File: src/hdl/lcd_shadow_framebuffer_pixel_writer_top_macros.svh
// Assertion macros used by the frame engine module (lsfb_back)
`ifndef LCD_SHADOW_FRAMEBUFFER_PIXEL_WRITER_TOP_MACROS_SVH
`define LCD_SHADOW_FRAMEBUFFER_PIXEL_WRITER_TOP_MACROS_SVH

// Plain property, checked outside reset
`define LSFB_ASSERT(label, prop, msg) \
    label: assert property (@(posedge i_clk) disable iff (!i_rst_n) (prop)) \
        else $error(msg);

// Same-cycle implication, checked outside reset
`define LSFB_ASSERT_IMP(label, ante, cons, msg) \
    label: assert property (@(posedge i_clk) disable iff (!i_rst_n) (ante) |-> (cons)) \
        else $error(msg);

// Next-cycle implication, checked outside reset
`define LSFB_ASSERT_NXT(label, ante, cons, msg) \
    label: assert property (@(posedge i_clk) disable iff (!i_rst_n) (ante) |=> (cons)) \
        else $error(msg);

`endif

File: src/hdl/lsfb_pkg.sv
// Shared types and constants for the shadow framebuffer pixel writer
package lsfb_pkg;

    localparam int COLUMNS     = 96;
    localparam int BANKS       = 9;
    localparam int STORE_DEPTH = COLUMNS * BANKS;
    localparam int ADDR_W      = $clog2(STORE_DEPTH);
    localparam int COL_W       = 7;
    localparam int BANK_W      = 4;
    localparam int Y_W         = 7;
    localparam int MAX_Y       = (BANKS - 1) * 8;
    localparam int QUEUE_DEPTH = 2;
    localparam int QPTR_W      = $clog2(QUEUE_DEPTH);
    localparam int QCNT_W      = $clog2(QUEUE_DEPTH + 1);

    // Panel command encodings
    localparam logic [7:0] CMD_BANK    = 8'hB0;
    localparam logic [7:0] CMD_COL_HI  = 8'h10;
    localparam logic [7:0] COL_LO_MASK = 8'h0F;
    localparam logic [7:0] COL_HI_MASK = 8'h07;

    typedef enum logic [1:0] {
        OP_WRITE = 2'd0,
        OP_MOVE  = 2'd1,
        OP_PLOT  = 2'd2
    } t_op;

    typedef enum logic [1:0] {
        MODE_SET    = 2'd0,
        MODE_CLEAR  = 2'd1,
        MODE_INVERT = 2'd2
    } t_mode;

    typedef enum logic [2:0] {
        ST_CLEAR,
        ST_IDLE,
        ST_CMD1,
        ST_CMD2,
        ST_DATA
    } t_state;

    // One classified operation, as held in the queue
    typedef struct packed {
        t_op               op;
        logic [7:0]        data_byte;
        logic [COL_W-1:0]  col;
        logic [BANK_W-1:0] bank;
        logic [7:0]        mask;
        logic [1:0]        mode;
    } t_entry;

    typedef struct packed {
        logic   push;
        t_entry entry;
    } t_push;

    typedef struct packed {
        logic   valid;
        t_entry entry;
    } t_head;

endpackage

File: src/hdl/lsfb_queue.sv
// Short queue between the front end and the frame engine
module lsfb_queue (
    input  logic            i_clk,
    input  logic            i_rst_n,
    input  lsfb_pkg::t_push i_push,
    output logic            o_ready,
    output lsfb_pkg::t_head o_head,
    input  logic            i_pop
);
    import lsfb_pkg::*;

    t_entry            r_mem [QUEUE_DEPTH];
    logic [QPTR_W-1:0] r_wptr, n_wptr;
    logic [QPTR_W-1:0] r_rptr, n_rptr;
    logic [QCNT_W-1:0] r_count, n_count;
    logic              do_push, do_pop;

    assign o_ready      = (r_count != QCNT_W'(QUEUE_DEPTH));
    assign do_push      = i_push.push && o_ready;
    assign do_pop       = i_pop && (r_count != '0);
    assign o_head.valid = (r_count != '0);
    assign o_head.entry = r_mem[r_rptr];

    // Advance pointers and count
    always_comb begin
        n_wptr  = r_wptr;
        n_rptr  = r_rptr;
        n_count = r_count;
        if (do_push) begin
            n_wptr = (r_wptr == QPTR_W'(QUEUE_DEPTH - 1)) ? '0 : QPTR_W'(r_wptr + 1'b1);
        end
        if (do_pop) begin
            n_rptr = (r_rptr == QPTR_W'(QUEUE_DEPTH - 1)) ? '0 : QPTR_W'(r_rptr + 1'b1);
        end
        if (do_push && !do_pop) begin
            n_count = QCNT_W'(r_count + 1'b1);
        end else if (do_pop && !do_push) begin
            n_count = QCNT_W'(r_count - 1'b1);
        end
    end

    always_ff @(posedge i_clk) begin
        if (!i_rst_n) begin
            r_wptr  <= '0;
            r_rptr  <= '0;
            r_count <= '0;
        end else begin
            r_wptr  <= n_wptr;
            r_rptr  <= n_rptr;
            r_count <= n_count;
        end
    end

    // Store pushed entries
    always_ff @(posedge i_clk) begin
        if (do_push) begin
            r_mem[r_wptr] <= i_push.entry;
        end
    end

endmodule

File: config.mk
export PLATFORM = sky130hd
export DESIGN_NAME = lsfb_queue
export DESIGN_NICKNAME = d
export VERILOG_FILES = /design/src/hdl/lcd_shadow_framebuffer_pixel_writer_top_macros.svh /design/src/hdl/lsfb_pkg.sv /design/src/hdl/lsfb_queue.sv
export SDC_FILE = /design/constraint.sdc
export NUM_CORES = 1
export LEC_CHECK = 0
export BUFFER_PORTS_ARGS = -buffer_cell sky130_fd_sc_hd__buf_2
export CAP_MARGIN = 20
export CELL_PAD_IN_SITES_DETAIL_PLACEMENT = 0
export CELL_PAD_IN_SITES_GLOBAL_PLACEMENT = 1
export CORE_MARGIN = 2
export CORE_UTILIZATION = 46
export DETAILED_ROUTE_END_ITERATION = 6
export PLACE_DENSITY_LB_ADDON = 0.1
export RECOVER_POWER = 25
export SETUP_SLACK_MARGIN = 0.05
export SLEW_MARGIN = 20
export SYNTH_ARGS = -nofsm -noshare
export SYNTH_HDL_FRONTEND = slang
export SYNTH_SLANG_ARGS = --single-unit
File: constraint.sdc
create_clock -name i_clk -period 4.3 [get_ports i_clk]
set_clock_uncertainty 0.05 [all_clocks]
set_input_delay 0.86 -clock i_clk [delete_from_list [all_inputs] [get_ports i_clk]]
set_output_delay 0.86 -clock i_clk [all_outputs]
set_load 0.02 [all_outputs]
==> metrics <==
die footprint 5968 sq um; measured slew at the worst slew-check pin 0.6867 ns; Setup Buffers After CTS 0; Iteration-0 DRC Markers between 50 and 60; reg-to-reg slack, setup between 2 and 3 ns; kind of critical path reg -> out; CTS Hold Bufs 0; Final ANT Viol Nets 0; first-pass GRT wire length 6.368 mm; drt wl/cell between 10 and 15 um; RSZ-0062 raised after global routing no; htree depth 3; Final period util a little under 70%; Residual DRC 0; most frequent cells in the layout buf_2, edfxtp_1, mux2_2; status finished clean; maxcap violations 0; Final nets about 230; unique cell type count in the Yosys netlist 19; layout cells sized above 1 55.45%; commonest non-fill, non-tap cell in the layout buf_2; CTS-repair resized insts 0; Synth Net Count 156; final RePlAce weighted congestion around 0.65; Peak VDD IR about 0.37 mV; I/O pin total 68; CTS max path bufs 2; YS warnings 0; Critical Path Sink o_head[12]; worst endpoint required time between 3 and 4 ns; CP arrival 2.01 ns; number of antenna violations at the first check in global routing 0; DR pass1 iterations 4; total CTS buffers 9; drt total wl 4.004 mm; largest net degree at the start of global routing 32; final max-slew violation count 0; clk sinks 67; minimum clock period 2.920 ns; Pwr per Cell Area between 500 and 600 nW/um^2; startpoint type of the worst setup path flop; CORE AREA between 5000 and 6000 sq um; leak pwr 1.145 nW; Vias between 1000 and 1500; Syn-to-layout area delta 23.31%; Avg Inst Size Synth 20.57 sq um; n_diodes 0; initial core utilization 48.03%; final cell count without fillers 272; die width a little under 80 um; vias per cell roughly 4.7; Setup-failing EPs final 0; fillers around 440; Overflow after GRT 0; Worst R2R Path Depth 5; post-synthesis sequential area ratio about four fifths; Netlist Area Pre-Place ~2500 sq um; Slew HR 54.15%; Clock Latency Late Sink ~0.32 ns; CP endpoint kind output port; number of global-route vias before repair 1363; GR Util All Layers 14.53%; Worst path slowest cell dfxtp_1; Hold Crit Class reg -> reg; synthesis-stage register bit count 67; fmax ~0.34 GHz; final hold vios 0; final setup TNS 0 ns; Port Buffers 67; Clk pin slew, worst setup/hold paths approximately 0.07 ns; CTS tree built; RR Startpoint r_count[0]$_SDFFE_PN0P_; synthesized instance count 120; Die H approximately 77 um; Worst R2R End r_count[1]$_SDFFE_PN0P_; Placed Cells ~260; crit-path max FO 17; clk root buf clkbuf_8; dpl hpwl ~2.6 mm; crit-path cells buf_4 > mux2_2 > buf_2; crit-path max cell delay 0.76 ns; Rows 26
==> synth_stat cells, drive strengths merged <==
cell,n,area [sq um]
a21bo,1,10.01
a21boi,2,15.02
and2,4,25.02
and3,1,6.260
buf,3,15.01
dfxtp,5,100.1
edfxtp,62,1862
ha,1,12.51
inv,1,3.750
mux2,31,349.1
nand2b,1,13.76
nand3b,1,7.510
o21ai,2,10.00
or2,1,6.260
or3,1,6.260
xnor2,2,17.52
xor2,1,8.760
==> flip-flops by register name (all words and copies together) (netlist names), named ones only <==
signal	count
r_mem	62
r_wptr	1
r_count	2
r_rptr	1
==> per-stage QoR <==
stage	worst slack (ns)	utilization, %	power (mW)	cell area, sq um	hold WS (ns)
finish	1.380	59.23	1.784	3044	0.5106
global route	1.251	59.23	1.873	3044	0.5508
CTS	1.322	59.32	1.807	3049	0.5133
detailed placement	1.701	56.40	1.395	2899	0.5011
global placement	1.740	56.40	1.383	2899	0.4722
floorplan	2.188	-	1.232	2469	0.4624
==> per-layer routing <==
layer	wire [um]	up-vias	GRT usage (%)	part of all wire (%)
li1	-	622	-	-
met5	0	-	0	0
met2	2075	44	22.87	52
met4	19	0	7.500	0.47
met3	307	2	6.941	7.7
met1	1601	614	16.45	40
==> kinds of logic (layout without fill, tap and decap cells) <==
| group | Yosys count | count (layout) | synth area share [%] |
|---|---|---|---|
| AOI/OAI and AO/OA | 5 | 5 | 1.419 |
| xor gates and xnor gates | 3 | 3 | 1.065 |
| adders and majority gates | 1 | 1 | 0.5068 |
| buffers and inverters | 4 | 86 | 0.7599 |
| DFF | 67 | 67 | 79.47 |
| muxes | 31 | 31 | 14.14 |
| and+or+nand+nor | 9 | 9 | 2.636 |
==> worst max-delay path, delay by kind of cell, from the launching register on <==
family | cells | cell delay (ns)
buffers and inverters | 2 | 0.53
DFF | 1 | 0.76
muxes | 1 | 0.38
==> layout make-up <==
type / instances / area, sq um / share of cell area (%)
clock buffers: 11 / 131.4 / 4.316
repair buffers: 70 / 352.8 / 11.59
multi-input cells: 49 / 488.0 / 16.03
flip-flops and latches: 67 / 1962 / 64.45
well taps: 70 / 87.58 / 2.877
clock inverters: 4 / 18.77 / 0.6165
inverters: 1 / 3.754 / 0.1233
==> where the power goes <==
group | leakage (nW) | total, mW | internal, mW | switching, mW
Sequential | 0.620 | 0.865 | 0.817 | 0.0484
Combinational | 0.444 | 0.508 | 0.222 | 0.286
Clock | 0.0804 | 0.410 | 0.201 | 0.209
Total | 1.14 | 1.78 | 1.24 | 0.543
==> worst min-delay path by stage <==
stage                                  startpoint                      end  slack, ns  cells past startpoint
after floorplan           r_count[1]$_SDFFE_PN0P_  r_count[1]$_SDFFE_PN0P_       0.46                      2
after global placement    r_count[1]$_SDFFE_PN0P_  r_count[1]$_SDFFE_PN0P_       0.47                      2
after detailed placement  r_count[1]$_SDFFE_PN0P_  r_count[1]$_SDFFE_PN0P_       0.50                      2
after CTS                 r_count[1]$_SDFFE_PN0P_  r_count[1]$_SDFFE_PN0P_       0.51                      2
after global routing      r_count[1]$_SDFFE_PN0P_  r_count[1]$_SDFFE_PN0P_       0.55                      2
final                     r_count[1]$_SDFFE_PN0P_  r_count[1]$_SDFFE_PN0P_       0.51                      2
No activity file was read; power rests on OpenSTA's default activity.
