==> config.mk <==
export PLATFORM = sky130hd
export DESIGN_NAME = lsfb_front
export DESIGN_NICKNAME = d
export VERILOG_FILES = /design/src/hdl/lcd_shadow_framebuffer_pixel_writer_top_macros.svh /design/src/hdl/lsfb_pkg.sv /design/src/hdl/lsfb_front.sv
export SDC_FILE = /design/constraint.sdc
export NUM_CORES = 1
export LEC_CHECK = 0
export BUFFER_PORTS_ARGS = -buffer_cell sky130_fd_sc_hd__buf_2
export CAP_MARGIN = 20
export CORE_AREA = 2 2 39 41
export DETAILED_ROUTE_END_ITERATION = 7
export DIE_AREA = 0 0 41 43
export MAX_ROUTING_LAYER = met4
export PLACE_DENSITY_LB_ADDON = 0.2
export REMOVE_ABC_BUFFERS = 1
export SLEW_MARGIN = 20
export SYNTH_ARGS = -nofsm -noshare
export SYNTH_HDL_FRONTEND = slang
export SYNTH_SLANG_ARGS = --single-unit
==> constraint.sdc <==
create_clock -name vclk -period 0.8
set_input_delay 0.2 -clock vclk [all_inputs]
set_output_delay 0.2 -clock vclk [all_outputs]
set_load 0.02 [all_outputs]
==> src/hdl/lcd_shadow_framebuffer_pixel_writer_top_macros.svh <==
// Assertion macros used by the frame engine module (lsfb_back)
`ifndef LCD_SHADOW_FRAMEBUFFER_PIXEL_WRITER_TOP_MACROS_SVH
`define LCD_SHADOW_FRAMEBUFFER_PIXEL_WRITER_TOP_MACROS_SVH

// Plain property, checked outside reset
`define LSFB_ASSERT(label, prop, msg) \
    label: assert property (@(posedge i_clk) disable iff (!i_rst_n) (prop)) \
        else $error(msg);

// Same-cycle implication, checked outside reset
`define LSFB_ASSERT_IMP(label, ante, cons, msg) \
    label: assert property (@(posedge i_clk) disable iff (!i_rst_n) (ante) |-> (cons)) \
        else $error(msg);

// Next-cycle implication, checked outside reset
`define LSFB_ASSERT_NXT(label, ante, cons, msg) \
    label: assert property (@(posedge i_clk) disable iff (!i_rst_n) (ante) |=> (cons)) \
        else $error(msg);

`endif

==> src/hdl/lsfb_pkg.sv <==
// Shared types and constants for the shadow framebuffer pixel writer
package lsfb_pkg;

    localparam int COLUMNS     = 96;
    localparam int BANKS       = 9;
    localparam int STORE_DEPTH = COLUMNS * BANKS;
    localparam int ADDR_W      = $clog2(STORE_DEPTH);
    localparam int COL_W       = 7;
    localparam int BANK_W      = 4;
    localparam int Y_W         = 7;
    localparam int MAX_Y       = (BANKS - 1) * 8;
    localparam int QUEUE_DEPTH = 2;
    localparam int QPTR_W      = $clog2(QUEUE_DEPTH);
    localparam int QCNT_W      = $clog2(QUEUE_DEPTH + 1);

    // Panel command encodings
    localparam logic [7:0] CMD_BANK    = 8'hB0;
    localparam logic [7:0] CMD_COL_HI  = 8'h10;
    localparam logic [7:0] COL_LO_MASK = 8'h0F;
    localparam logic [7:0] COL_HI_MASK = 8'h07;

    typedef enum logic [1:0] {
        OP_WRITE = 2'd0,
        OP_MOVE  = 2'd1,
        OP_PLOT  = 2'd2
    } t_op;

    typedef enum logic [1:0] {
        MODE_SET    = 2'd0,
        MODE_CLEAR  = 2'd1,
        MODE_INVERT = 2'd2
    } t_mode;

    typedef enum logic [2:0] {
        ST_CLEAR,
        ST_IDLE,
        ST_CMD1,
        ST_CMD2,
        ST_DATA
    } t_state;

    // One classified operation, as held in the queue
    typedef struct packed {
        t_op               op;
        logic [7:0]        data_byte;
        logic [COL_W-1:0]  col;
        logic [BANK_W-1:0] bank;
        logic [7:0]        mask;
        logic [1:0]        mode;
    } t_entry;

    typedef struct packed {
        logic   push;
        t_entry entry;
    } t_push;

    typedef struct packed {
        logic   valid;
        t_entry entry;
    } t_head;

endpackage

==> src/hdl/lsfb_front.sv <==
// Front end: accepts operations, saturates coordinates and classifies them
module lsfb_front (
    input  logic                  i_valid,
    output logic                  o_stall,
    input  logic [1:0]            i_opcode,
    input  logic [7:0]            i_data_byte,
    input  logic [6:0]            i_x,
    input  logic [6:0]            i_y,
    input  logic [1:0]            i_pixel_mode,
    input  logic                  i_q_ready,
    input  logic                  i_clearing,
    output lsfb_pkg::t_push       o_push
);
    import lsfb_pkg::*;

    logic [COL_W-1:0] x_sat;
    logic [Y_W-1:0]   y_sat;
    logic             known_op;

    // Saturate coordinates to the panel area
    always_comb begin
        x_sat = (i_x > COL_W'(COLUMNS - 1)) ? COL_W'(COLUMNS - 1) : i_x;
        y_sat = (i_y > Y_W'(MAX_Y)) ? Y_W'(MAX_Y) : i_y;
    end

    // Hold off the sender while the queue is full or the store is clearing
    assign o_stall  = !i_q_ready || i_clearing;

    // Drop unknown opcodes; push everything else
    assign known_op = (i_opcode == OP_WRITE) || (i_opcode == OP_MOVE) ||
                      (i_opcode == OP_PLOT);

    always_comb begin
        o_push.push            = i_valid && !o_stall && known_op;
        o_push.entry.op        = t_op'(i_opcode);
        o_push.entry.data_byte = i_data_byte;
        o_push.entry.col       = x_sat;
        o_push.entry.bank      = BANK_W'(y_sat >> 3);
        o_push.entry.mask      = 8'd1 << y_sat[2:0];
        o_push.entry.mode      = i_pixel_mode;
    end

endmodule

==> results_dict.tcl, run 1 <==
set metrics [dict create \
    grt_pass1_vias 324 \
    worstMarginPinSlew_ps 149 \
    synth.mux.area_fraction 0 \
    drc 0 \
    instances_no_fill 91 \
    yosys_warnings 0 \
    nets 106 \
    place_ws_ps -253 \
    vias_per_cell 4.24 \
    tns_ps -1430 \
    num-fill-cells 122 \
    numPlacedInstances 88 \
    hold_path.class "in -> out" \
    core_sq_mm 0.00138 \
    syn2layout_area_growth_pct 193 \
    ctsHoldBuffers 0 \
    antenna_found_initial 0 \
    regArea_sq_um 0 \
    initial_core_util 0.188 \
    die_area_sq_mm 0.00176 \
    crit_fanout 4 \
    leakage_nw 0.398 \
    p_per_area_mw_per_mm2 572 \
    routed_wl_mm 1.03 \
    seq_cells 0 \
    failed_checks "setup timing" \
    synth.area.top_cells "buf_4 35%, nand2b_1 19%, and2b_2 10%" \
    drtIter0Drc 0 \
    crit_type "in -> out" \
    cp-end-kind "output port" \
    postSynthAreaPerCell_sq_um 6.51 \
    grt_max_degree 8 \
    synth_cell_types 13 \
    rsz0062_at_grt "true" \
    grt_usage 0.102 \
    crit_arrival_ps 770 \
    hold_viol 0 \
    synth_top_area_share 0.346 \
    drt-wirelength-per-cell_um 11.4 \
    vias 386 \
    gr-total-overflow 0 \
    setup_ws_ps -169 \
    status "finished with violations" \
    drive_gt1_frac 0.947 \
    place.gp.congestion 0.623 \
    clock_buffers 0 \
    critPathLaunchType "primary input" \
    yosysTopAreaCell "buf_4" \
    ant_nets 0 \
    numPortBuffers 42 \
    synth-compound-area-share 0.0288 \
    max_slew_margin 0.900 \
    dr.pass1.iters 1 \
    setup_viol 13 \
    synth_top_family_by_area "simple AND/OR/NAND/NOR gates" \
    synth_xor_area_frac 0 \
    synth_commonest_cells "12 x buf_4, 8 x nand2b_1, 4 x nor3_1" \
    fp-row-count 14 \
    pin_count 62 \
    max_cap_violations 0 \
    synth-adder-area-share 0 \
    synth_cells 40 \
    die_h_um 43 \
    synthSimpleGateAreaFrac 0.582 \
    synth_most_common_cell "buf_4" \
    crit_required_ps 600 \
    finalPower_mw 0.436 \
    peakVddDrop_uv 250 \
    drv_slew 0 \
    die_w_um 41 \
    fin_crit_sh 1.21 \
    num_antenna_cells 0 \
    yosysSeqAreaShare 0 \
    synthesis.area_sq_um 260 \
    grt_pass1_wl_mm 1.29 \
    hpwl_um 700 \
    finalCriticalPeriod_ps 969 \
    fmax_ghz 1.03 \
]
[report_power, final]
group	total [mW]	internal, mW	switching, mW
Combinational	0.436	0.244	0.192
Sequential	0	0	0
Clock	0	0	0
[what timing repair did]
item	in CTS	in global routing
endpoints found under the setup margin	17	18
buffers inserted	2	1
pin swaps	7	5
gates resized for setup	43	34
[worst max-delay path, cell delays in order]
cell	delay, ps
buf_12	110
nand2b_4	140
nor3_4	180
buf_6	130
[layout make-up]
cell class / count / area (sq um) / area share
inverters: 1 / 3.75 / 0.00493
multi-input cells: 25 / 289 / 0.379
well taps: 16 / 20.0 / 0.0263
repair buffers: 49 / 449 / 0.589
[metrics by stage]
step / hold WS [ps] / cell area (sq um) / utilization
3_5_place_dp: 400 / 423 / 0.306
2_1_floorplan: 400 / 163 / -
5_1_grt: 400 / 762 / 0.551
6_report: 400 / 762 / 0.551
4_1_cts: 400 / 591 / 0.427
3_3_place_gp: 400 / 423 / 0.306
[metal layers]
metal / share of wire / global-route usage / wire length [um]
met1: 0.26 / 0.0791 / 267
met2: 0.55 / 0.191 / 567
met3: 0.19 / 0.0733 / 198
met4: 0 / 0 / 0
met5: 0 / - / 0
[kinds of logic after synthesis]
logic type / count (synthesis)
AND/OR/NAND/NOR: 24
buffers and inverters: 15
AO/OA/AOI/OAI: 1
[final timing paths]
path | start | end | cells past startpoint | slack [ps]
hold / removal | i_data_byte[0] | o_push[21] | 0 | 400
setup / recovery | i_y[1] | o_push[3] | 4 | -170
[cells in the final DEF, fill, tap and decap left out, types with 2 or more instances in the layout]
master / instances
buf_4: 7
buf_6: 21
buf_12: 3
buf_2: 17
nor2_4: 2
and2b_2: 3
nand2b_4: 8
nor3_2: 4
Power figures use the tool's default switching activity.
==> run 2: changes to the inputs <==
--- a/config.mk
+++ b/config.mk
@@ -5,6 +5,7 @@
 export SDC_FILE = /design/constraint.sdc
 export NUM_CORES = 1
 export LEC_CHECK = 0
+export ABC_AREA = 1
 export BUFFER_PORTS_ARGS = -buffer_cell sky130_fd_sc_hd__buf_2
 export CAP_MARGIN = 20
 export CORE_AREA = 2 2 39 41
==> results_dict.tcl, run 2 <==
set metrics [dict create \
    drt-wirelength-per-cell_um 10.0 \
    hpwl_um 684 \
    synthSimpleGateAreaFrac 0.414 \
    p_comb_frac 1.000 \
    cp-end-kind "output port" \
    gr-total-overflow 0 \
    synth_xor_area_frac 0 \
    synthesis.area_sq_um 263 \
    vias 428 \
    failed_checks "setup timing" \
    synth_most_common_cell "inv_1" \
    vias_per_cell 4.20 \
    drive_gt1_frac 0.802 \
    tns_ps -762 \
    num-fill-cells 136 \
    initial_core_util 0.190 \
    seqPwrFrac 0 \
    ant_nets 0 \
    status "finished with violations" \
    min_to "o_push[21]" \
    rsz0062_at_grt "true" \
    fmax_ghz 1.12 \
    yosysTopAreaCell "buf_4" \
    multiInputGateArea_sq_um 205 \
    max_slew_margin 0.930 \
    synth_top_family_by_area "buffers and inverters" \
    place_ws_ps -147 \
    die_w_um 41 \
    pin_count 62 \
    whs_path_depth 0 \
    setup_viol 13 \
    grt_max_degree 6 \
    final_util 0.478 \
    hold_path.class "in -> out" \
    drtIter0Drc 1 \
    nets 117 \
    worstMarginPinSlew_ps 104 \
    synth_commonest_cells "14 x inv_1, 13 x nor2_1, 12 x buf_4, 12 x nand2_1, 3 x nand3_1" \
    postSynthAreaPerCell_sq_um 4.61 \
    intPower_mw 0.186 \
    switchingPower_mw 0.194 \
    num_antenna_cells 0 \
    mostFrequentLayoutCells "18 x buf_6, 16 x buf_2, 9 x inv_1" \
    finalCriticalPeriod_ps 890 \
    regArea_sq_um 0 \
    crit_arrival_ps 690 \
    final_common_cell "buf_6" \
    crit_required_ps 600 \
    final_area_sq_um 662 \
    p_per_area_mw_per_mm2 574 \
    synth-compound-area-share 0 \
    synth_top_area_share 0.343 \
    synth_cell_types 7 \
    die_h_um 43 \
    syn2layout_area_growth_pct 152 \
    setup_ws_ps -90.4 \
    synth_cells 57 \
    seq_cells 0 \
    peakVddDrop_uv 261 \
    synth.area.top_cells "buf_4 34%, inv_1 20%, nor2_1 19%" \
    core_sq_mm 0.00138 \
    routed_wl_mm 1.02 \
    switching_share 0.511 \
    grt_usage 0.103 \
    critPathLaunchType "primary input" \
    synth-adder-area-share 0 \
    hold_viol 0 \
    grt_pass1_wl_mm 1.28 \
    clock_buffers 0 \
    synth.mux.area_fraction 0 \
    yosys_warnings 0 \
    crit_type "in -> out" \
    numPortBuffers 42 \
    die_area_sq_mm 0.00176 \
    crit_fanout 5 \
    finalPower_mw 0.380 \
    max_cap_violations 0 \
    place_area_sq_um 403 \
    drv_slew 0 \
    place.gp.congestion 0.597 \
    yosysSeqAreaShare 0 \
    fin_crit_sh 1.11 \
    drc 0 \
    antenna_found_initial 0 \
    min_from "i_data_byte[0]" \
    grt_pass1_vias 366 \
    fp-row-count 14 \
    dr.pass1.iters 2 \
    leakage_nw 0.368 \
    clkPwrFrac 0 \
]
run 2: layout make-up:
class	count	area share
Inverter	15	0.0964
Tap cell	16	0.0302
Multi-Input combinational cell	28	0.310
Timing Repair Buffer	43	0.563
run 2: how the worst max path moves through the flow:
stage | start | endpoint | slack, ps | depth (start not counted)
floorplan | i_clearing | o_push[31] | -120 | 3
global placement | i_y[6] | o_push[8] | -140 | 5
detailed placement | i_y[6] | o_push[3] | -150 | 5
CTS | i_y[6] | o_push[3] | -80 | 5
global route | i_y[6] | o_push[5] | -140 | 5
finish | i_y[6] | o_push[5] | -90 | 5
run 2: cell families (layout without fill, tap and decap cells):
group,Yosys count,after routing
buf+inv,29,58
simple gates,28,28
run 2: per-stage QoR:
step,cells,hold slack [ps]
floorplan,43,400
global placement,102,400
detailed placement,102,400
CTS,102,400
global route,102,400
finish,102,400
run 2: routing by layer:
layer	up-vias	track usage	part of all wire
li1	204	-	-
met3	0	0.0785	0.19
met4	0	0	0
met2	42	0.206	0.56
met5	-	-	0
met1	182	0.0633	0.25
run 2: critical path, stage by stage:
cell and delay, ps:
buf_8 100, inv_6 60, nand3_2 70, nor2_2 130, buf_6 120
run 2: what timing repair did:
action | 4_1_cts | 5_1_grt
setup buffers | 0 | 0
hold buffers | 0 | 0
pin swaps | 15 | 10
resized for setup | 54 | 27
setup endpoints to repair | 17 | 18
run 2: power groups by stage:
stage	combinational (mW)	sequential, mW	clock (mW)
2_1_floorplan	0.108	0	0
3_5_place_dp	0.235	0	0
6_report	0.380	0	0
5_1_grt	0.407	0	0
4_1_cts	0.329	0	0
3_3_place_gp	0.236	0	0
